<file path="src/rtl/pie_isqrt.sv">
module pie_isqrt (
  input  logic        clk_i,
  input  logic        rst_ni,
  input  logic        start_i,
  input  logic [63:0] rad_i,
  output logic        done_o,
  output logic [31:0] root_o
);

  logic        busy_q, done_q, ge;
  logic [4:0]  cnt_q;
  logic [63:0] x_q;
  logic [33:0] rem_q, rem_n, trial;
  logic [31:0] root_q;

  // One result bit per cycle from the top two radicand bits
  always_comb begin
    rem_n = {rem_q[31:0], x_q[63:62]};
    trial = {root_q, 2'b01};
    ge    = (rem_n >= trial);
  end

  always_ff @(posedge clk_i or negedge rst_ni) begin
    if (!rst_ni) begin
      busy_q <= 1'b0;
      done_q <= 1'b0;
      cnt_q  <= '0;
    end else begin
      done_q <= 1'b0;
      if (start_i) begin
        busy_q <= 1'b1;
        cnt_q  <= '0;
      end else if (busy_q) begin
        cnt_q <= cnt_q + 5'd1;
        if (cnt_q == 5'd31) begin
          busy_q <= 1'b0;
          done_q <= 1'b1;
        end
      end
    end
  end

  always_ff @(posedge clk_i) begin
    if (start_i) begin
      x_q    <= rad_i;
      rem_q  <= '0;
      root_q <= '0;
    end else if (busy_q) begin
      x_q    <= {x_q[61:0], 2'b00};
      rem_q  <= ge ? (rem_n - trial) : rem_n;
      root_q <= {root_q[30:0], ge};
    end
  end

  assign done_o = done_q;
  assign root_o = root_q;

endmodule

</file>
<file path="config.mk">
export PLATFORM = sky130hd
export DESIGN_NAME = pie_isqrt
export DESIGN_NICKNAME = d
export VERILOG_FILES = /design/src/rtl/pie_isqrt.sv
export SDC_FILE = /design/constraint.sdc
export NUM_CORES = 1
export LEC_CHECK = 0
export BUFFER_PORTS_ARGS = -buffer_cell sky130_fd_sc_hd__buf_4
export CAP_MARGIN = 40
export CELL_PAD_IN_SITES_DETAIL_PLACEMENT = 2
export CELL_PAD_IN_SITES_GLOBAL_PLACEMENT = 2
export CORE_MARGIN = 5
export CORE_UTILIZATION = 38
export CTS_CLUSTER_DIAMETER = 100
export DETAILED_ROUTE_END_ITERATION = 10
export PLACE_DENSITY_LB_ADDON = 0.1
export SLEW_MARGIN = 20
export SYNTH_ARGS = -nofsm -noshare
export SYNTH_HDL_FRONTEND = slang
export SYNTH_SLANG_ARGS = --single-unit
</file>
<file path="constraint.sdc">
create_clock -name clk_i -period 3.4 [get_ports clk_i]
set_input_delay 0.51 -clock clk_i [delete_from_list [all_inputs] [get_ports clk_i]]
set_output_delay 0.51 -clock clk_i [all_outputs]
set_load 0.01 [all_outputs]
</file>
==> impl_metrics.ini <==
[status]
outcome = complete, no violations

[timing]
setup-violations-final = 0
slew_viol_final = 0
hold_violations = 0
whs_ns = 0.366
slew_headroom = 0.468
period_needed_ns = 3.03
worstMarginPinSlew_ns = 0.797
fmax_mhz = 330
clock_skew_ns = 0.0137
finalCritPeriodShare = 0.890
setup_tns_ns = 0
grt_setup_unrepaired = no

[cts]
cts_buffer_depth = 2
cts_hold_buf = 1
cts-resized-gates = 0
clkLatencyLatePin_ns = 0.44
cts_buffers = 17
htreeDepth = 4
clkTransAtPathRegs_ns = 0.07
cts_root_buffer = clkbuf_16
cts_tree = done
numClockSinks = 135
cts_setup_buffers = 0

[finish]
drive_gt1_frac = 0.253
final_common_cell = buf_4
most-common-layout-cells = buf_4 (108), nor2_1 (79), dfxtp_1 (64), edfxtp_1 (64), mux2_2 (62)
fillCellCount = 2134
synthToLayoutAreaGrowth_pct = 20.9
post-route-util = 0.462
antenna_cells = 0
nNetsFinal = 930

[critical_path]
setup.worst_path.start_class = register
critical_path_arrival_ns = 3.35
cp-end-kind = register
crit_path_max_incr_delay_ns = 0.38
criticalPathCategory = register to register
cp.required_ns = 3.73
crit_path_cell_trace = inv_1 -> ha_1 -> a21oi_1 -> nand3b_1 -> a2bb2oi_1 -> o21a_1 -> o2bb2ai_2 -> a41o_1 -> buf_12 -> and4_1 -> a221o_1
cp_slowest_cell = dfxtp_1
r2r_cells = 11
path_max_fanout = 28

[global_routing]
grt_pass1_wl_um = 37500
grt_max_degree = 65
antenna_found_initial = 0
grt-ovfl-total = 0
grt_use_total = 0.201
grt_pass1_vias = 6866

[synth]
ys_seq_area_frac = 0.441
synth_enable_flop_cells = 64
yosys_warnings = 0
yosys.cell_types.count = 67
postSynthAreaPerCell_um2 = 10.3
syn-cell-area_mm2 = 0.00765
ys.flop_type = edfxtp_1
synthesis.nets = 849
async_flop_share = 0.0519
synthCells = 746
ys_ff_latch = 135

[floorplan]
rows = 52
dieWidth_um = 152
die_h_um = 152
die_area_mm2 = 0.0231
io_pins = 100
start_util = 0.382
coreArea_mm2 = 0.0200

[power_and_ir_drop]
peakVddDrop_mv = 0.386
leakagePower_nw = 4.07
power_density_mw_per_mm2 = 872

[placement]
port_buffers = 99
hpwl_um = 15500
place_congestion = 0.860

[drt]
num_vias = 6022
drc = 0
first_pass_iters = 4
postRouteAntennaNets = 0
finalWirelength_um = 22700
drtIter0Drc = 252
vias_per_cell = 5.43
wire_per_inst_um = 20.5

[worst_hold_path]
hold_path_class = primary input to register
worstHoldPathCells = 2

[job]
cap_viol_max_count = 0
[state kept, by name (all words and copies together) (netlist names)]
signal	count
busy_q	1
cnt_q	5
root_o	32
done_o	1
rem_q	32
x_q	64
[through the flow]
stage / instances / setup WS, ns / area (µm²) / total power, mW
after floorplan: 746 / 0.637 / 7650 / 4.95
after global placement: 1077 / 0.483 / 8610 / 5.84
after detailed placement: 1077 / 0.345 / 8610 / 5.99
after CTS: 1109 / 0.311 / 9260 / 8.14
after global routing: 1109 / 0.0950 / 9260 / 8.60
final: 1109 / 0.373 / 9260 / 8.07
[report_power, final]
group,internal [mW],leakage [nW],switching [mW]
clock network,1.25,0.309,0.809
registers,1.95,1.30,0.152
logic,1.69,2.47,2.22
total,4.89,4.07,3.18
[logic make-up after synthesis]
family / Yosys count / synth area share
buffers and inverters: 92 / 0.0499
AO/OA/AOI/OAI: 148 / 0.137
adder cells (fa/ha/maj): 36 / 0.0589
XOR/XNOR: 29 / 0.0332
flip-flops: 135 / 0.441
multiplexers: 116 / 0.162
AND/OR/NAND/NOR: 190 / 0.118
[cell type report]
| class | instances | area [µm²] | area share |
|---|---|---|---|
| Sequential cell | 135 | 3380 | 0.365 |
| Multi-Input combinational cell | 519 | 3890 | 0.421 |
| Tap cell | 270 | 338 | 0.0365 |
| Clock inverter | 14 | 211 | 0.0228 |
| Inverter | 44 | 165 | 0.0178 |
| Clock buffer | 17 | 425 | 0.0460 |
| Timing Repair Buffer | 110 | 841 | 0.0908 |
[cells in the mapped netlist, drive strengths merged (5+ instances only)]
cell type  count  area [µm²]
dfrtp          7         175
nand3         12        60.1
nor3           9        45.0
inv           44         165
o21ai         20         100
nand2         33         124
nand4         12        75.1
ha            36         450
edfxtp        64        1920
and2           7        43.8
o211ai         5        37.5
a21oi         34         170
and3          10        62.6
mux2i         54         541
xor2          12         105
or3            5        31.3
a211oi        23         173
nor2          79         297
o21a           6        45.0
xnor2         17         149
dfxtp         64        1280
clkbuf        38         144
a31oi          7        43.8
o31ai          5        37.5
a21o          12        90.1
buf           10        72.6
mux2          62         698
[worst paths after layout]
kind	startpoint	end	slack [ns]
worst max-delay path	root_o[9]	rem_q[29]	0.37
worst min-delay path	rad_i[35]	x_q[35]	0.37
worst max register to register	root_o[9]	rem_q[29]	0.37
worst min register to register	rem_q[0]	rem_q[0]	0.50
max in group asynchronous	rst_ni	busy_q	2.83
min in group asynchronous	rst_ni	done_o	0.42
[critical path, delay by kind of cell (launching register included)]
kind	cells	cell delay, ns
compound gates	6	1.52
flops	1	0.38
fa+ha+maj	1	0.37
simple gates	2	0.37
buf+inv	2	0.26
[layer usage]
layer / vias to the layer above / share of wire / GRT usage
met5: - / 0 / 0
met4: 0 / 0.0085 / 0.0492
met3: 15 / 0.045 / 0.0546
met2: 101 / 0.51 / 0.362
met1: 3014 / 0.43 / 0.237
li1: 2892 / - / -
Note: power is estimated with default switching activity, not from simulation.
