### config.mk
export PLATFORM = sky130hd
export DESIGN_NAME = pie_div
export DESIGN_NICKNAME = d
export VERILOG_FILES = /design/src/rtl/pie_pkg.sv /design/src/rtl/pie_div.sv
export SDC_FILE = /design/constraint.sdc
export NUM_CORES = 1
export LEC_CHECK = 0
export BUFFER_PORTS_ARGS = -buffer_cell sky130_fd_sc_hd__clkbuf_2
export CAP_MARGIN = 20
export CORE_MARGIN = 10
export CORE_UTILIZATION = 35
export DETAILED_ROUTE_END_ITERATION = 8
export PLACE_DENSITY = 0.56
export SKIP_CTS_REPAIR_TIMING = 1
export SLEW_MARGIN = 20
export SYNTH_ARGS = -nofsm -noshare
export SYNTH_HDL_FRONTEND = slang
export SYNTH_SLANG_ARGS = --single-unit
### constraint.sdc
create_clock -name clk_i -period 4.2 [get_ports clk_i]
set_input_delay 0.63 -clock clk_i [delete_from_list [all_inputs] [get_ports clk_i]]
set_output_delay 0.63 -clock clk_i [all_outputs]
set_load 0.01 [all_outputs]
### src/rtl/pie_pkg.sv
package pie_pkg;

  localparam int MAX_SIZE_DEF      = 32;
  localparam int FRACTION_BITS_DEF = 16;
  localparam int RESULT_LIMIT      = 32;

  localparam logic [5:0]  SIZE_RST   = 6'd32;
  localparam logic [15:0] MAXIT_RST  = 16'd10000;
  localparam logic [30:0] TOL_RST    = 31'd1;

  typedef enum logic [1:0] {
    CMD_WR_MAT = 2'd0,
    CMD_WR_VEC = 2'd1,
    CMD_START  = 2'd2,
    CMD_NONE   = 2'd3
  } pie_cmd_e;

  typedef enum logic [1:0] {
    CFG_SIZE  = 2'd0,
    CFG_MAXIT = 2'd1,
    CFG_TOL   = 2'd2,
    CFG_NONE  = 2'd3
  } pie_cfg_e;

  // Operand selection of the shared multiply-accumulate unit
  typedef enum logic [1:0] {
    MODE_MAT = 2'd0,
    MODE_SQ  = 2'd1,
    MODE_DOT = 2'd2
  } pie_mode_e;

  // Per-cycle control broadcast to every vector cell
  typedef struct packed {
    logic        ld_en;
    logic [4:0]  ld_row;
    logic [31:0] ld_val;
    logic        b_shift;
    logic        b_tail_new;
    logic [31:0] b_new;
    logic        y_shift;
    logic        y_tail_new;
    logic [31:0] y_new;
  } pie_cell_ctrl_t;

endpackage

### src/rtl/pie_div.sv
module pie_div import pie_pkg::*; #(
  parameter int FRACTION_BITS = FRACTION_BITS_DEF
) (
  input  logic        clk_i,
  input  logic        rst_ni,
  input  logic        start_i,
  input  logic [31:0] mag_i,
  input  logic [31:0] den_i,
  output logic        done_o,
  output logic [30:0] quo_o
);

  localparam int W  = 32 + FRACTION_BITS;
  localparam int CW = $clog2(W + 1);

  logic          busy_q, done_q, ge;
  logic [CW-1:0] cnt_q;
  logic [W-1:0]  dq_q;
  logic [31:0]   rem_q, den_q;
  logic [32:0]   rem_sh;

  // Restoring division, one quotient bit per cycle
  always_comb begin
    rem_sh = {rem_q, dq_q[W-1]};
    ge     = (rem_sh >= {1'b0, den_q});
  end

  always_ff @(posedge clk_i or negedge rst_ni) begin
    if (!rst_ni) begin
      busy_q <= 1'b0;
      done_q <= 1'b0;
      cnt_q  <= '0;
    end else begin
      done_q <= 1'b0;
      if (start_i) begin
        busy_q <= 1'b1;
        cnt_q  <= '0;
      end else if (busy_q) begin
        cnt_q <= cnt_q + CW'(1);
        if (cnt_q == CW'(W - 1)) begin
          busy_q <= 1'b0;
          done_q <= 1'b1;
        end
      end
    end
  end

  always_ff @(posedge clk_i) begin
    if (start_i) begin
      dq_q  <= {mag_i, {FRACTION_BITS{1'b0}}};
      rem_q <= '0;
      den_q <= den_i;
    end else if (busy_q) begin
      rem_q <= ge ? 32'(rem_sh - {1'b0, den_q}) : rem_sh[31:0];
      dq_q  <= {dq_q[W-2:0], ge};
    end
  end

  // Saturate the quotient to the largest positive value
  assign quo_o  = (|dq_q[W-1:31]) ? {31{1'b1}} : dq_q[30:0];
  assign done_o = done_q;

endmodule

==> impl_metrics.env <==
export IMPL_yosysUniqueCellTypes=65
export IMPL_rows=51
export IMPL_startpoint_type="flop"
export IMPL_cp_data_required_time_ps=4530
export IMPL_io_buffers=98
export IMPL_synth_area_per_cell_um2=9.77
export IMPL_cts_max_level=4
export IMPL_finalCritPeriodShare_pct=78.1
export IMPL_drt_iter0_markers=309
export IMPL_hpwl_mm=12.0
export IMPL_num_vias=5450
export IMPL_synth_top_area_share_pct=27.9
export IMPL_powerDensity_mw_per_mm2=611
export IMPL_run_status="completed"
export IMPL_ys_top_cells_by_area="edfxtp_1 28%, dfxtp_1 14%, ha_1 6.0%"
export IMPL_ys_seq_elements=120
export IMPL_clk_latency_ps=420
export IMPL_r2r_cells=11
export IMPL_antenna_found_initial=0
export IMPL_synth_edf_count=64
export IMPL_via_per_inst=5.12
export IMPL_overflow=0
export IMPL_antenna_left=0
export IMPL_root_buffer="clkbuf_16"
export IMPL_clkSinkCount=120
export IMPL_synth_top_area_cell="edfxtp_1"
export IMPL_syn_num_nets=806
export IMPL_cts_tree="done"
export IMPL_p_leak_nw=3.54
export IMPL_finalMaxSlewViolations=0
export IMPL_antennaDiodeCount=0
export IMPL_rrSetupSlack_ps=920
export IMPL_hold_class="input pin to async pin"
export IMPL_max_vdd_ir_drop_mv=0.328
export IMPL_fin_tns_setup_ps=0
export IMPL_synthFlopType="edfxtp_1"
export IMPL_dr_pass1_iters=5
export IMPL_io_pins=99
export IMPL_synth_area_mm2=0.00689
export IMPL_crit_type="flop to flop"
export IMPL_rsz0062_at_grt="false"
export IMPL_avgRoutedWirePerCell_um=15.5
export IMPL_grt_pass1_wl_mm=28.3
export IMPL_slowest_stage="a31oi_1"
export IMPL_clockBufferDepth=2
export IMPL_tightestPinTransition_ps=768
export IMPL_fp_coreArea_mm2=0.0194
export IMPL_total_power_mw=5.01
export IMPL_endpoint_kind="flop"
export IMPL_clkSlewWorstSetupHoldPaths_ps=60
export IMPL_grt_pass1_vias=5480
export IMPL_cts_inserted_buffers=17
export IMPL_hold_viol=0
export IMPL_syn_instance_count=705
export IMPL_timing_rr_end="rem_q[28]"
export IMPL_critPathMaxFanout=13
export IMPL_wl_mm=16.5
export IMPL_timing_slew_headroom_pct=47.5
export IMPL_max_stage_delay_ps=540
export IMPL_async_flop_share_pct=6.67
export IMPL_gp_routability_congestion=0.874
export IMPL_maxCapViolations=0
export IMPL_clock_skew_ps=7.87
export IMPL_fp_dieH_um=160
export IMPL_finalSetupViolations=0
export IMPL_r2r_start="dq_q[47]"
export IMPL_drive_above_1_share_pct=19.1
export IMPL_drc=0
export IMPL_start_util_pct=35.5
export IMPL_fin_crit_ps=3280
export IMPL_syn_to_final_growth_pct=19.0
export IMPL_ys_seq_area_share_pct=44.8
export IMPL_die_w_um=160
export IMPL_max_freq_mhz=305
export IMPL_nFillCells=1963
export IMPL_worst_ep_arrival_time_ps=3610
export IMPL_crit_chain="inv_1 > ha_1 > nor2b_1 > o2111ai_1 > a31oi_1 > a21oi_1 > a21oi_2 > or2_1 > buf_4 > nand3_1 > a311oi_1"
export IMPL_nNetsFinal=888
export IMPL_grt_max_degree=52
export IMPL_dieArea_mm2=0.0257
export IMPL_yosysWarnings=0
export IMPL_track_usage_pct=13.3
## Yosys cell counts (all sizes together) (2+ instances only)
library cell / number
a2111oi: 2
a211o: 4
a211oi: 22
a21o: 15
a21oi: 35
a221o: 2
a22o: 31
a311oi: 10
a31oi: 6
a41o: 2
and2: 4
and3: 6
buf: 14
clkbuf: 31
dfrtp: 8
dfxtp: 48
edfxtp: 64
ha: 33
inv: 45
mux2: 3
mux2i: 34
nand2: 36
nand2b: 40
nand3: 14
nand4: 10
nand4b: 5
nor2: 76
nor2b: 7
nor3: 9
nor3b: 3
nor4: 6
o2111ai: 3
o211ai: 4
o21a: 5
o21ai: 20
o21bai: 2
o221ai: 2
o31ai: 2
xnor2: 15
xor2: 10
## cell type report
type,count,area (um^2),share of cell area [%]
clock inverter,14,164,2.00
inverter,45,169,2.06
timing repair buffer,108,568,6.93
tap,265,332,4.05
clock buffer,18,429,5.24
sequential,120,3080,37.6
multi-input combinational,495,3450,42.1
## power by group
part / switching (mW) / internal [mW]
Clock: 0.583 / 0.887
Sequential: 0.144 / 1.45
Combinational: 1.08 / 0.863
Total: 1.81 / 3.20
## per-layer routing
metal | vias to the layer above | GRT usage [%] | share of wire [%]
met3 | 25 | 3.75 | 5.2
li1 | 2736 | - | -
met5 | - | 0 | 0
met1 | 2564 | 17.8 | 49
met4 | 0 | 4.51 | 1.5
met2 | 125 | 20.0 | 44
## state kept, by name, summed over array words and instances, names as in the netlist
register and cells:
rem_q 32, busy_q 1, den_q 32, cnt_q 6
done_o 1, dq_q 48
## through the flow
step / util, % / std cells / hold WS [ps] / cell area [um^2] / setup WS, ps
global route: 42.2 / 1065 / 52.3 / 8200 / 446
finish: 42.2 / 1065 / 54.1 / 8200 / 919
global placement: 39.2 / 1033 / 487 / 7600 / 1030
detailed placement: 39.2 / 1033 / 494 / 7600 / 885
CTS: 42.2 / 1065 / 44.7 / 8200 / 856
floorplan: - / 705 / 334 / 6890 / 1430
## cell usage in the layout, fill, tap and decap left out, types with 17 or more instances in the layout
master	n
dfxtp_1	48
clkbuf_16	17
a211oi_1	22
mux2i_1	34
edfxtp_1	64
nand2b_1	40
nand2_1	36
nor2_1	76
inv_1	45
clkbuf_2	97
a21oi_1	34
o21ai_0	19
ha_1	33
a22o_1	31
## cell families after synthesis
group	count (synthesis)	synth area share, %
simple gates	222	16.1
compound gates	177	19.0
flops	120	44.8
buf+inv	90	5.25
mux	37	5.43
fa+ha+maj	34	6.29
xor+xnor	25	3.18
## worst max-delay path, delay by kind of cell (launching register included)
kind            cells  cell delay (ps)
compound gates      5             1440
simple gates        3              700
flops               1              420
buf+inv             2              380
fa+ha+maj           1              220
## how the worst max path moves through the flow
stage | from | endpoint | slack [ps] | depth (start not counted)
after floorplan | den_q[18] | rem_q[30] | 1430 | 13
after detailed placement | den_q[1] | rem_q[4] | 890 | 11
after CTS | dq_q[47] | rem_q[4] | 860 | 11
after global routing | dq_q[47] | rem_q[4] | 450 | 11
final | dq_q[47] | rem_q[28] | 920 | 11
after global placement | den_q[16] | rem_q[30] | 1030 | 11
Power figures use the tool's default switching activity.
