--- config.mk ---
export PLATFORM = sky130hd
export DESIGN_NAME = pie_mac
export DESIGN_NICKNAME = d
export VERILOG_FILES = /design/src/rtl/pie_pkg.sv /design/src/rtl/pie_mac.sv
export SDC_FILE = /design/constraint.sdc
export NUM_CORES = 2
export LEC_CHECK = 0
export BUFFER_PORTS_ARGS = -buffer_cell sky130_fd_sc_hd__buf_2
export CAP_MARGIN = 0
export CORE_AREA = 2 2 369 371
export DETAILED_ROUTE_END_ITERATION = 6
export DIE_AREA = 0 0 371 373
export GPL_TIMING_DRIVEN = 0
export PLACE_DENSITY_LB_ADDON = 0.1
export SLEW_MARGIN = 20
export SYNTH_ARGS = -nofsm -noshare
export SYNTH_HDL_FRONTEND = slang
export SYNTH_SLANG_ARGS = --single-unit
--- constraint.sdc ---
create_clock -name clk_i -period 7.66 [get_ports clk_i]
set_input_delay 1.532 -clock clk_i [delete_from_list [all_inputs] [get_ports clk_i]]
set_output_delay 1.532 -clock clk_i [all_outputs]
set_load 0.005 [all_outputs]
--- src/rtl/pie_pkg.sv ---
package pie_pkg;

  localparam int MAX_SIZE_DEF      = 32;
  localparam int FRACTION_BITS_DEF = 16;
  localparam int RESULT_LIMIT      = 32;

  localparam logic [5:0]  SIZE_RST   = 6'd32;
  localparam logic [15:0] MAXIT_RST  = 16'd10000;
  localparam logic [30:0] TOL_RST    = 31'd1;

  typedef enum logic [1:0] {
    CMD_WR_MAT = 2'd0,
    CMD_WR_VEC = 2'd1,
    CMD_START  = 2'd2,
    CMD_NONE   = 2'd3
  } pie_cmd_e;

  typedef enum logic [1:0] {
    CFG_SIZE  = 2'd0,
    CFG_MAXIT = 2'd1,
    CFG_TOL   = 2'd2,
    CFG_NONE  = 2'd3
  } pie_cfg_e;

  // Operand selection of the shared multiply-accumulate unit
  typedef enum logic [1:0] {
    MODE_MAT = 2'd0,
    MODE_SQ  = 2'd1,
    MODE_DOT = 2'd2
  } pie_mode_e;

  // Per-cycle control broadcast to every vector cell
  typedef struct packed {
    logic        ld_en;
    logic [4:0]  ld_row;
    logic [31:0] ld_val;
    logic        b_shift;
    logic        b_tail_new;
    logic [31:0] b_new;
    logic        y_shift;
    logic        y_tail_new;
    logic [31:0] y_new;
  } pie_cell_ctrl_t;

endpackage

--- src/rtl/pie_mac.sv ---
module pie_mac import pie_pkg::*; #(
  parameter int FRACTION_BITS = FRACTION_BITS_DEF
) (
  input  logic        clk_i,
  input  logic        rst_ni,
  input  logic        iss_i,
  input  logic        first_i,
  input  logic        last_i,
  input  pie_mode_e   mode_i,
  input  logic [31:0] mat_i,
  input  logic [31:0] b_i,
  input  logic [31:0] y_i,
  output logic        busy_o,
  output logic        push_o,
  output logic [63:0] acc_o,
  output logic [31:0] scaled_o
);

  localparam logic signed [64:0] SMAX = 65'sh0_7FFF_FFFF_FFFF_FFFF;
  localparam logic signed [64:0] SMIN = -65'sh0_7FFF_FFFF_FFFF_FFFF;

  logic               v1_q, f1_q, l1_q, v2_q, f2_q, l2_q, push_q;
  logic [31:0]        b1_q, y1_q, opa, opb;
  logic signed [63:0] prod_q;
  logic [63:0]        acc_q, acc_d, base;
  logic signed [64:0] ssum;
  logic [64:0]        usum;
  logic signed [63:0] shr;

  // Stage one: capture vector operands beside the registered matrix read
  always_ff @(posedge clk_i or negedge rst_ni) begin
    if (!rst_ni) begin
      v1_q   <= 1'b0;
      v2_q   <= 1'b0;
      push_q <= 1'b0;
    end else begin
      v1_q   <= iss_i;
      v2_q   <= v1_q;
      push_q <= v2_q && l2_q;
    end
  end

  always_ff @(posedge clk_i) begin
    f1_q <= first_i;
    l1_q <= last_i;
    b1_q <= b_i;
    y1_q <= y_i;
  end

  // Stage two: one signed 32x32 product
  always_comb begin
    opa = (mode_i == MODE_MAT) ? mat_i : y1_q;
    opb = (mode_i == MODE_SQ) ? y1_q : b1_q;
  end

  always_ff @(posedge clk_i) begin
    f2_q   <= f1_q;
    l2_q   <= l1_q;
    prod_q <= $signed(opa) * $signed(opb);
  end

  // Stage three: saturating accumulate, unsigned for the sum of squares
  always_comb begin
    base  = f2_q ? 64'd0 : acc_q;
    ssum  = $signed({base[63], base}) + $signed({prod_q[63], prod_q});
    usum  = {1'b0, base} + {1'b0, prod_q};
    acc_d = acc_q;
    if (mode_i == MODE_SQ) begin
      acc_d = usum[64] ? {64{1'b1}} : usum[63:0];
    end else if (ssum > SMAX) begin
      acc_d = SMAX[63:0];
    end else if (ssum < SMIN) begin
      acc_d = SMIN[63:0];
    end else begin
      acc_d = ssum[63:0];
    end
  end

  always_ff @(posedge clk_i) begin
    if (v2_q) begin
      acc_q <= acc_d;
    end
  end

  // Floor shift out of the fraction and saturate to 32 bits
  always_comb begin
    shr = $signed(acc_q) >>> FRACTION_BITS;
    if (shr > 64'sh0000_0000_7FFF_FFFF) begin
      scaled_o = 32'h7FFF_FFFF;
    end else if (shr < -64'sh0000_0000_8000_0000) begin
      scaled_o = 32'h8000_0000;
    end else begin
      scaled_o = shr[31:0];
    end
  end

  assign busy_o = v1_q || v2_q || push_q;
  assign push_o = push_q;
  assign acc_o  = acc_q;

endmodule

==> out/qor.yml <==
clock_network:
  cts-hold-fix-buffers: 0
  cts.path.max_buffers: 2
  clockRootBuffer: "clkbuf_16"
  numCtsBuffers: 17
  cts.sinks: 199
  cts_tree: "built"
  clk_pin_slew_worst_paths_ns: 0.10
  clk_latency_ns: 0.58
  ctsHtreeMaxLevel: 4
detailed_routing:
  viasPerCell: 5.24
  num_vias: 39300
  drc_errors: 0
  routed_wl_um: 212000
  drtIter0Drc: 3225
  dr.pass1.iters: 6
  wl_per_cell_um: 28.3
  drtAntennaViolNets: 0
global_routing:
  globalRoute.totalOverflow: 0
  grt_usage: 0.310
  antenna_found_initial: 12
  first_global_vias: 41800
  grt_pass1_wl_um: 300000
  grt_max_degree: 53
place:
  gp_congestion: 0.996
  dp_hpwl_um: 170000
  pre_cts_slack_ns: -4.86
  port-buffer-count: 200
die:
  die_y_um: 373
  die_x_um: 371
  initial_core_util: 0.347
  core_sq_um: 135000
  die_area_sq_um: 138000
  rows: 135
  ioPinCount: 201
sta:
  hold_violations: 0
  setup_ws_ns: -1.92
  clock_skew_ns: 0.0459
  clock.fmax_mhz: 104
  finalMaxSlewViolations: 0
  finalCritPeriodShare: 1.25
  period_minus_slack_ns: 9.58
  worst_pin_slew_ns: 1.17
  setup_viol: 47
  rsz0062_at_grt: "true"
  max_slew_margin: 0.212
layout:
  final_common_cell: "fa_1"
  final_layout_size_suffix_gt1_frac: 0.201
  fin_nets: 7128
  layout_common_cells: "fa_1 (1026), inv_1 (1003), nor2_1 (637)"
  area_growth_pct: 24.4
synthesis:
  synth_edf_count: 64
  yosys_warnings: 0
  synthFlopType: "dfxtp_1"
  synth-seq-cells: 199
  syn_area_sq_um: 46700
  syn_nets: 6603
  postSynthAreaPerCell_sq_um: 9.04
  syn_inst: 5169
  synth_cell_types: 87
  yosysSeqAreaShare: 0.0993
  async_flop_share: 0.0151
outcome:
  violations: "setup timing"
  outcome: "finished, violations left"
min_path:
  holdPathStages: 0
  hp-start: "f1_q"
  min_to: "f2_q"
  hp-class: "reg2reg"
critical_path:
  reg2reg_slack_ns: -0.81
  rr_worst_depth: 27
  crit_type: "in2reg"
  crit_slowest_cell: "fa_2"
  cpPeakStageDelay_ns: 0.61
  startpoint_type: "input pin"
  critPathMaxFanout: 10
  worstReg2RegStart: "y1_q[1]"
  required_ns: 8.10
  worstPathArrival_ns: 10.02
  timing.rr.end: "prod_q[62]"
  cpMostUsedCell: "fa_2"
  end_kind: "register"
run:
  max-cap-violations: 0
## Yosys cell counts, drive strengths merged (51+ instances only)
| cell type | n | area [sq um] |
|---|---|---|
| nor2b | 71 | 444 |
| dfxtp | 132 | 2640 |
| clkbuf | 212 | 816 |
| o21ai | 87 | 435 |
| ha | 248 | 3100 |
| a21oi | 198 | 1090 |
| nor2 | 656 | 2460 |
| mux2i | 63 | 631 |
| fa | 1083 | 21700 |
| a21o | 94 | 708 |
| edfxtp | 64 | 1920 |
| nand2 | 663 | 2490 |
| xnor2 | 84 | 736 |
| inv | 1030 | 3870 |
| xor2 | 51 | 447 |
## registers in the layout, indices dropped and copies added, names as in the netlist
signal / cells
l2_q: 1
prod_q: 64
v1_q: 1
f1_q: 1
y1_q: 32
b1_q: 32
v2_q: 1
push_o: 1
l1_q: 1
f2_q: 1
acc_o: 64
## routing by layer
layer	wire length (um)	GRT usage	vias up	part of all wire
met3	16500	0.0702	493	0.078
met1	85300	0.391	20400	0.40
li1	-	-	16800	-
met5	37	0	-	0.00017
met2	95100	0.487	1617	0.45
met4	15100	0.178	6	0.071
## what timing repair did
action,in CTS,in global routing
buffers inserted,233,70
hold endpoints to repair,0,0
pin swaps,126,96
cloned,6,4
gates resized for setup,665,162
endpoints found under the setup margin,56,50
## cell type report
| class | instances | area (sq um) |
|---|---|---|
| diodes | 11 | 27.5 |
| plain buffers | 225 | 2840 |
| clock buffers | 17 | 425 |
| clock inverters | 15 | 214 |
| fillers | 13400 | 76500 |
| inverters | 1031 | 3880 |
| multi-input cells | 3692 | 39400 |
| flip-flops and latches | 199 | 4640 |
| well taps | 1781 | 2230 |
| repair buffers | 528 | 4460 |
## cells by family after synthesis
kind of cell    after synthesis  share of synthesized area
compound gates              550                     0.0774
xor+xnor                    135                     0.0253
fa+ha+maj                  1331                      0.530
buf+inv                    1278                      0.106
flops                       199                     0.0993
mux                          95                     0.0212
simple gates               1581                      0.141
## worst max-delay path by stage
| stage | startpoint | end | slack, ns | cells past startpoint |
|---|---|---|---|---|
| 2_1_floorplan | mode_i[1] | prod_q[62] | -1.63 | 28 |
| 3_3_place_gp | mode_i[1] | prod_q[62] | -5.46 | 28 |
| 3_5_place_dp | mode_i[1] | prod_q[62] | -4.86 | 31 |
| 4_1_cts | mode_i[0] | prod_q[62] | -1.84 | 35 |
| 5_1_grt | mode_i[1] | prod_q[62] | -2.06 | 35 |
| 6_report | mode_i[0] | prod_q[62] | -1.92 | 34 |
## critical path: cells and delay by family
family                   cells  cell delay, ns
adder cells (fa/ha/maj)      9            4.12
AO/OA/AOI/OAI               10            2.17
buffers and inverters       11            1.62
AND/OR/NAND/NOR              3            0.32
multiplexers                 1            0.24
## through the flow
step                 util  setup TNS, ns  std cells  instance area, sq um  hold WS, ns
finish              0.432         -51.61       7499                 58100        0.337
global route        0.432         -60.47       7489                 58100        0.353
CTS                 0.422         -48.48       7418                 56900        0.337
detailed placement  0.380        -183.11       7166                 51100        0.312
global placement    0.377        -215.33       7150                 50700        0.312
floorplan               -         -43.29       5169                 47500        0.310
Power is left out: the tool's default activity adds up to more than one toggle a clock period on the data nets, which glitch-free logic cannot reach.
