### src/rtl/pie_pkg.sv
package pie_pkg;

  localparam int MAX_SIZE_DEF      = 32;
  localparam int FRACTION_BITS_DEF = 16;
  localparam int RESULT_LIMIT      = 32;

  localparam logic [5:0]  SIZE_RST   = 6'd32;
  localparam logic [15:0] MAXIT_RST  = 16'd10000;
  localparam logic [30:0] TOL_RST    = 31'd1;

  typedef enum logic [1:0] {
    CMD_WR_MAT = 2'd0,
    CMD_WR_VEC = 2'd1,
    CMD_START  = 2'd2,
    CMD_NONE   = 2'd3
  } pie_cmd_e;

  typedef enum logic [1:0] {
    CFG_SIZE  = 2'd0,
    CFG_MAXIT = 2'd1,
    CFG_TOL   = 2'd2,
    CFG_NONE  = 2'd3
  } pie_cfg_e;

  // Operand selection of the shared multiply-accumulate unit
  typedef enum logic [1:0] {
    MODE_MAT = 2'd0,
    MODE_SQ  = 2'd1,
    MODE_DOT = 2'd2
  } pie_mode_e;

  // Per-cycle control broadcast to every vector cell
  typedef struct packed {
    logic        ld_en;
    logic [4:0]  ld_row;
    logic [31:0] ld_val;
    logic        b_shift;
    logic        b_tail_new;
    logic [31:0] b_new;
    logic        y_shift;
    logic        y_tail_new;
    logic [31:0] y_new;
  } pie_cell_ctrl_t;

endpackage

### src/rtl/pie_cell.sv
module pie_cell import pie_pkg::*; #(
  parameter int IDX = 0,
  parameter int IW  = 5
) (
  input  logic                  clk_i,
  input  pie_cell_ctrl_t        ctrl_i,
  input  logic [IW-1:0]         last_idx_i,
  input  logic [31:0]           b_nbr_i,
  input  logic [31:0]           y_nbr_i,
  input  logic [31:0]           b_head_i,
  input  logic [31:0]           y_head_i,
  output logic [31:0]           b_o,
  output logic [31:0]           y_o
);

  logic [31:0] b_q, b_d, y_q, y_d;
  logic        active, tail;

  // Cells past the last index in use do not shift, but still take loads by index
  always_comb begin
    active = (IDX <= int'(last_idx_i));
    tail   = (IDX == int'(last_idx_i));
  end

  // Load by index, or shift toward cell zero with the tail fed from head or new data
  always_comb begin
    b_d = b_q;
    if (ctrl_i.ld_en && (int'(ctrl_i.ld_row) == IDX)) begin
      b_d = ctrl_i.ld_val;
    end else if (ctrl_i.b_shift && active) begin
      if (tail) begin
        b_d = ctrl_i.b_tail_new ? ctrl_i.b_new : b_head_i;
      end else begin
        b_d = b_nbr_i;
      end
    end
  end

  always_comb begin
    y_d = y_q;
    if (ctrl_i.y_shift && active) begin
      if (tail) begin
        y_d = ctrl_i.y_tail_new ? ctrl_i.y_new : y_head_i;
      end else begin
        y_d = y_nbr_i;
      end
    end
  end

  always_ff @(posedge clk_i) begin
    b_q <= b_d;
    y_q <= y_d;
  end

  assign b_o = b_q;
  assign y_o = y_q;

endmodule

### config.mk
export PLATFORM = sky130hd
export DESIGN_NAME = pie_cell
export DESIGN_NICKNAME = d
export VERILOG_FILES = /design/src/rtl/pie_pkg.sv /design/src/rtl/pie_cell.sv
export SDC_FILE = /design/constraint.sdc
export NUM_CORES = 1
export LEC_CHECK = 0
export BUFFER_PORTS_ARGS = -buffer_cell sky130_fd_sc_hd__buf_2
export CAP_MARGIN = 20
export CORE_AREA = 2 2 117 119
export DETAILED_ROUTE_END_ITERATION = 8
export DIE_AREA = 0 0 119 121
export RECOVER_POWER = 25
export SLEW_MARGIN = 20
export SYNTH_ARGS = -nofsm -noshare
export SYNTH_HDL_FRONTEND = slang
export SYNTH_SLANG_ARGS = --single-unit
### constraint.sdc
create_clock -name clk_i -period 3.05 [get_ports clk_i]
set_clock_uncertainty 0.1 [all_clocks]
set_input_delay 0.4575 -clock clk_i [delete_from_list [all_inputs] [get_ports clk_i]]
set_output_delay 0.4575 -clock clk_i [all_outputs]
set_load 0.01 [all_outputs]
==> impl_table.tex <==
\begin{tabular}{lr}
\hline
Metric & Value \\
\hline
\multicolumn{2}{l}{\textbf{Power and ir drop}} \\
Total chip power & 2.689 mW \\
Peak supply drop & 278.9 µV \\
Leakage & 2.483 nW \\
Pwr dens & 446.6 nW/µm² \\
\multicolumn{2}{l}{\textbf{Critical path}} \\
Required time at the endpoint of the critical path & 3.01 ns \\
Cells traversed along the worst timing path & buf\_2, or4\_2, buf\_12, a2111oi\_2, o31ai\_1 \\
Crit path max fanout & 17 \\
Crit path max-delay cell type & sky130\_fd\_sc\_hd\_\_or4\_2 \\
WP buf/inv & 2 \\
Class of the most critical setup path & in -> reg \\
Element type at the critical path start & input port \\
Slowest cell delay on critical path & 0.98 ns \\
Cell family contributing the most delay on the critical path & simple AND/OR/NAND/NOR gates \\
Number of cells on the critical path & 5 \\
Sort of element at the end of the critical path & flop \\
WP data arrival & 2.32 ns \\
\multicolumn{2}{l}{\textbf{STA}} \\
Final setup violation count & 0 \\
Fin crit share & 77.46\% \\
Min cycle time layout & 2.363 ns \\
Setup repair after global routing missed its margin & false \\
Fmax & 423.3 MHz \\
Number of failing hold endpoints at the final stage & 0 \\
Final hold slack & 0.3286 ns \\
Worst Setup Slack, final & 0.6875 ns \\
Slew Limit Fails & 33 \\
Slew at the pin with the worst max-slew slack & 1.773 ns \\
Final total negative setup slack & 0 ns \\
Max-Slew Margin vs Limit & -18.20\% \\
\multicolumn{2}{l}{\textbf{Cells and area}} \\
Final standard cell count with taps included and fillers excluded & 833 \\
Most common library cell in the layout ignoring fill and taps & sky130\_fd\_sc\_hd\_\_buf\_2 \\
Fin util & 46.00\% \\
Commonest cells after routing, fill and taps aside & 286 x sky130\_fd\_sc\_hd\_\_buf\_2, 64 x sky130\_fd\_sc\_hd\_\_o21ai\_0, 64 x sky130\_fd\_sc\_hd\_\_edfxtp\_1 \\
Post-layout net count & 892 \\
Number of diodes added for antenna fixing & 0 \\
Final instance area & 6020 µm² \\
Post-synthesis to final-layout area growth & 48.40\% \\
Share of final-layout standard cells stronger than drive strength 1 & 52.36\% \\
\multicolumn{2}{l}{\textbf{Synthesis}} \\
Net count after synthesis & 613 \\
Yosys reg bits & 64 \\
Most common flop cell mapped by yosys & sky130\_fd\_sc\_hd\_\_edfxtp\_1 \\
Sequential area share after synthesis & 47.38\% \\
Simple-gate share of the synthesized area & 10.24\% \\
Largest family of logic cells by synthesized area & compound AO/OA/AOI/OAI gates \\
Count of unique library cells instantiated by Yosys & 20 \\
Compound-Gate Fraction of Synth Area & 29.61\% \\
Leading post-synthesis cells by cell area & sky130\_fd\_sc\_hd\_\_edfxtp\_1 47\%, sky130\_fd\_sc\_hd\_\_a2111oi\_2 9.6\%, sky130\_fd\_sc\_hd\_\_mux2i\_1 7.9\%, sky130\_fd\_sc\_hd\_\_o21ai\_0 7.9\%, sky130\_fd\_sc\_hd\_\_o31ai\_1 5.9\% \\
Netlist area before placement & 4056 µm² \\
Area share of the largest cell type after synthesis & 47.38\% \\
Mux cell area share after synthesis & 7.896\% \\
Average size of a mapped cell & 10.88 µm² \\
Library cell with the largest summed area after synthesis & sky130\_fd\_sc\_hd\_\_edfxtp\_1 \\
Fraction of registers with async set or reset after synthesis & 0\% \\
Synthesis warning total & 0 \\
Cells after Synth & 373 \\
Number of enable flip-flop cells after synthesis & 64 \\
Adder-cell share of the synthesized area & 0\% \\
XOR/XNOR Fraction of Synth Area & 0\% \\
\multicolumn{2}{l}{\textbf{Clock network}} \\
Number of buffers added to fix hold violations after cts & 0 \\
H-tree lvl count & 3 \\
Maximum number of buffers from clock root to sink & 2 \\
Clock input transition at the sequential cells of the worst setup and hold paths & 0.06 ns \\
Clock Tree Root & sky130\_fd\_sc\_hd\_\_clkbuf\_16 \\
TritonCTS clock tree & built \\
Buffer count from post-CTS setup fixing & 0 \\
Sinks on the clock net & 64 \\
Number of buffers inserted during clock tree synthesis & 9 \\
Number of gates resized after cts & 0 \\
\multicolumn{2}{l}{\textbf{Floorplanning}} \\
Number of placement rows & 42 \\
Vertical die dimension & 121 µm \\
Boundary pin count & 304 \\
Initial core utilization & 31.00\% \\
Core Footprint & 13090 µm² \\
Die width & 119 µm \\
Overall die area & 14400 µm² \\
\multicolumn{2}{l}{\textbf{Placed design}} \\
Post-DP HPWL & 10990 µm \\
RePlAce Congestion & 0.7956 \\
Count of input and output buffers & 303 \\
DP Cell Count & 817 \\
Placement-stage worst setup slack & 0.3553 ns \\
Post-place instance area & 5720 µm² \\
\multicolumn{2}{l}{\textbf{Run status}} \\
Outcome & complete, but fails checks \\
Violated checks & max-capacitance violations, max-slew violations \\
\multicolumn{2}{l}{\textbf{Global routing}} \\
Via count of the first global-routing pass & 4354 \\
Largest net degree at the start of global routing & 34 \\
Global route overflow & 0 \\
Wire length of the first global-routing pass & 21580 µm \\
Number of antenna violations at the first check in global routing & 0 \\
Overall global routing resource usage & 19.34\% \\
\multicolumn{2}{l}{\textbf{Routing}} \\
Post-route antenna net violation count & 0 \\
Average detailed-routed wire length per instance & 17.37 µm \\
Total DRC errors in the routed layout & 0 \\
Drt via density & 5.144 \\
Total detailed-routing wirelength & 14470 µm \\
Iteration-0 DRC count of the detailed router & 192 \\
Count of TritonRoute iterations in the first routing pass & 6 \\
Detailed-route via count & 4285 \\
\multicolumn{2}{l}{\textbf{Hold path}} \\
Hold Path Cell Cnt & 3 \\
Path category of the worst min-delay check & in -> reg \\
\multicolumn{2}{l}{\textbf{Job}} \\
Max\_cap viols & 1 \\
\hline
\end{tabular}
report_power, final:
part,leakage [nW],internal [mW],switching (mW),total [mW]
combinational,1.70,0.228,0.272,0.501
sequential,0.627,1.06,0.0191,1.08
clock,0.157,0.717,0.393,1.11
total,2.48,2.00,0.684,2.69
synth_stat cells (3+ instances only):
cell / number
sky130_fd_sc_hd__clkbuf_1: 36
sky130_fd_sc_hd__a2111oi_0: 4
sky130_fd_sc_hd__edfxtp_1: 64
sky130_fd_sc_hd__a2111oi_2: 26
sky130_fd_sc_hd__o31ai_1: 32
sky130_fd_sc_hd__buf_1: 4
sky130_fd_sc_hd__nand3_1: 32
sky130_fd_sc_hd__nor2b_1: 33
sky130_fd_sc_hd__o21ai_0: 64
sky130_fd_sc_hd__a21oi_1: 32
sky130_fd_sc_hd__buf_6: 3
sky130_fd_sc_hd__mux2i_1: 32
kinds of logic after synthesis:
logic type             after synthesis
multiplexers                        32
AND/OR/NAND/NOR                     71
buffers and inverters               46
flip-flops                          64
AO/OA/AOI/OAI                      160
final timing paths:
kind,start,endpoint,slack [ns]
worst max-delay path,last_idx_i[2],b_o[27],0.69
worst min-delay path,ctrl_i[77],b_o[9],0.33
registers in the layout, indices dropped and copies added, names as in the netlist:
| name | flops |
|---|---|
| b_o | 32 |
| y_o | 32 |
worst min-delay path: stages:
cell	delay, ns
sky130_fd_sc_hd__buf_2	0.07
sky130_fd_sc_hd__nand3_1	0.05
sky130_fd_sc_hd__o31ai_1	0.06
final cells by class:
| class | count | area [µm²] |
|---|---|---|
| Clock buffer | 9 | 225.2 |
| Multi-Input combinational cell | 263 | 1958 |
| Clock inverter | 7 | 95.09 |
| Sequential cell | 64 | 1922 |
| Timing Repair Buffer | 313 | 1595 |
| Tap cell | 176 | 220.2 |
| Fill cell | 1260 | 7066 |
| Inverter | 1 | 3.754 |
metal layers:
layer	part of all wire, %	vias up	wire [µm]	GRT usage, %
li1	-	2031	-	-
met5	0	-	0	0
met4	2.1	0	300	7.143
met3	9.1	24	1310	5.028
met1	39	1986	5598	22.32
met2	50	244	7258	34.45
(Power assumes the default switching activity.)
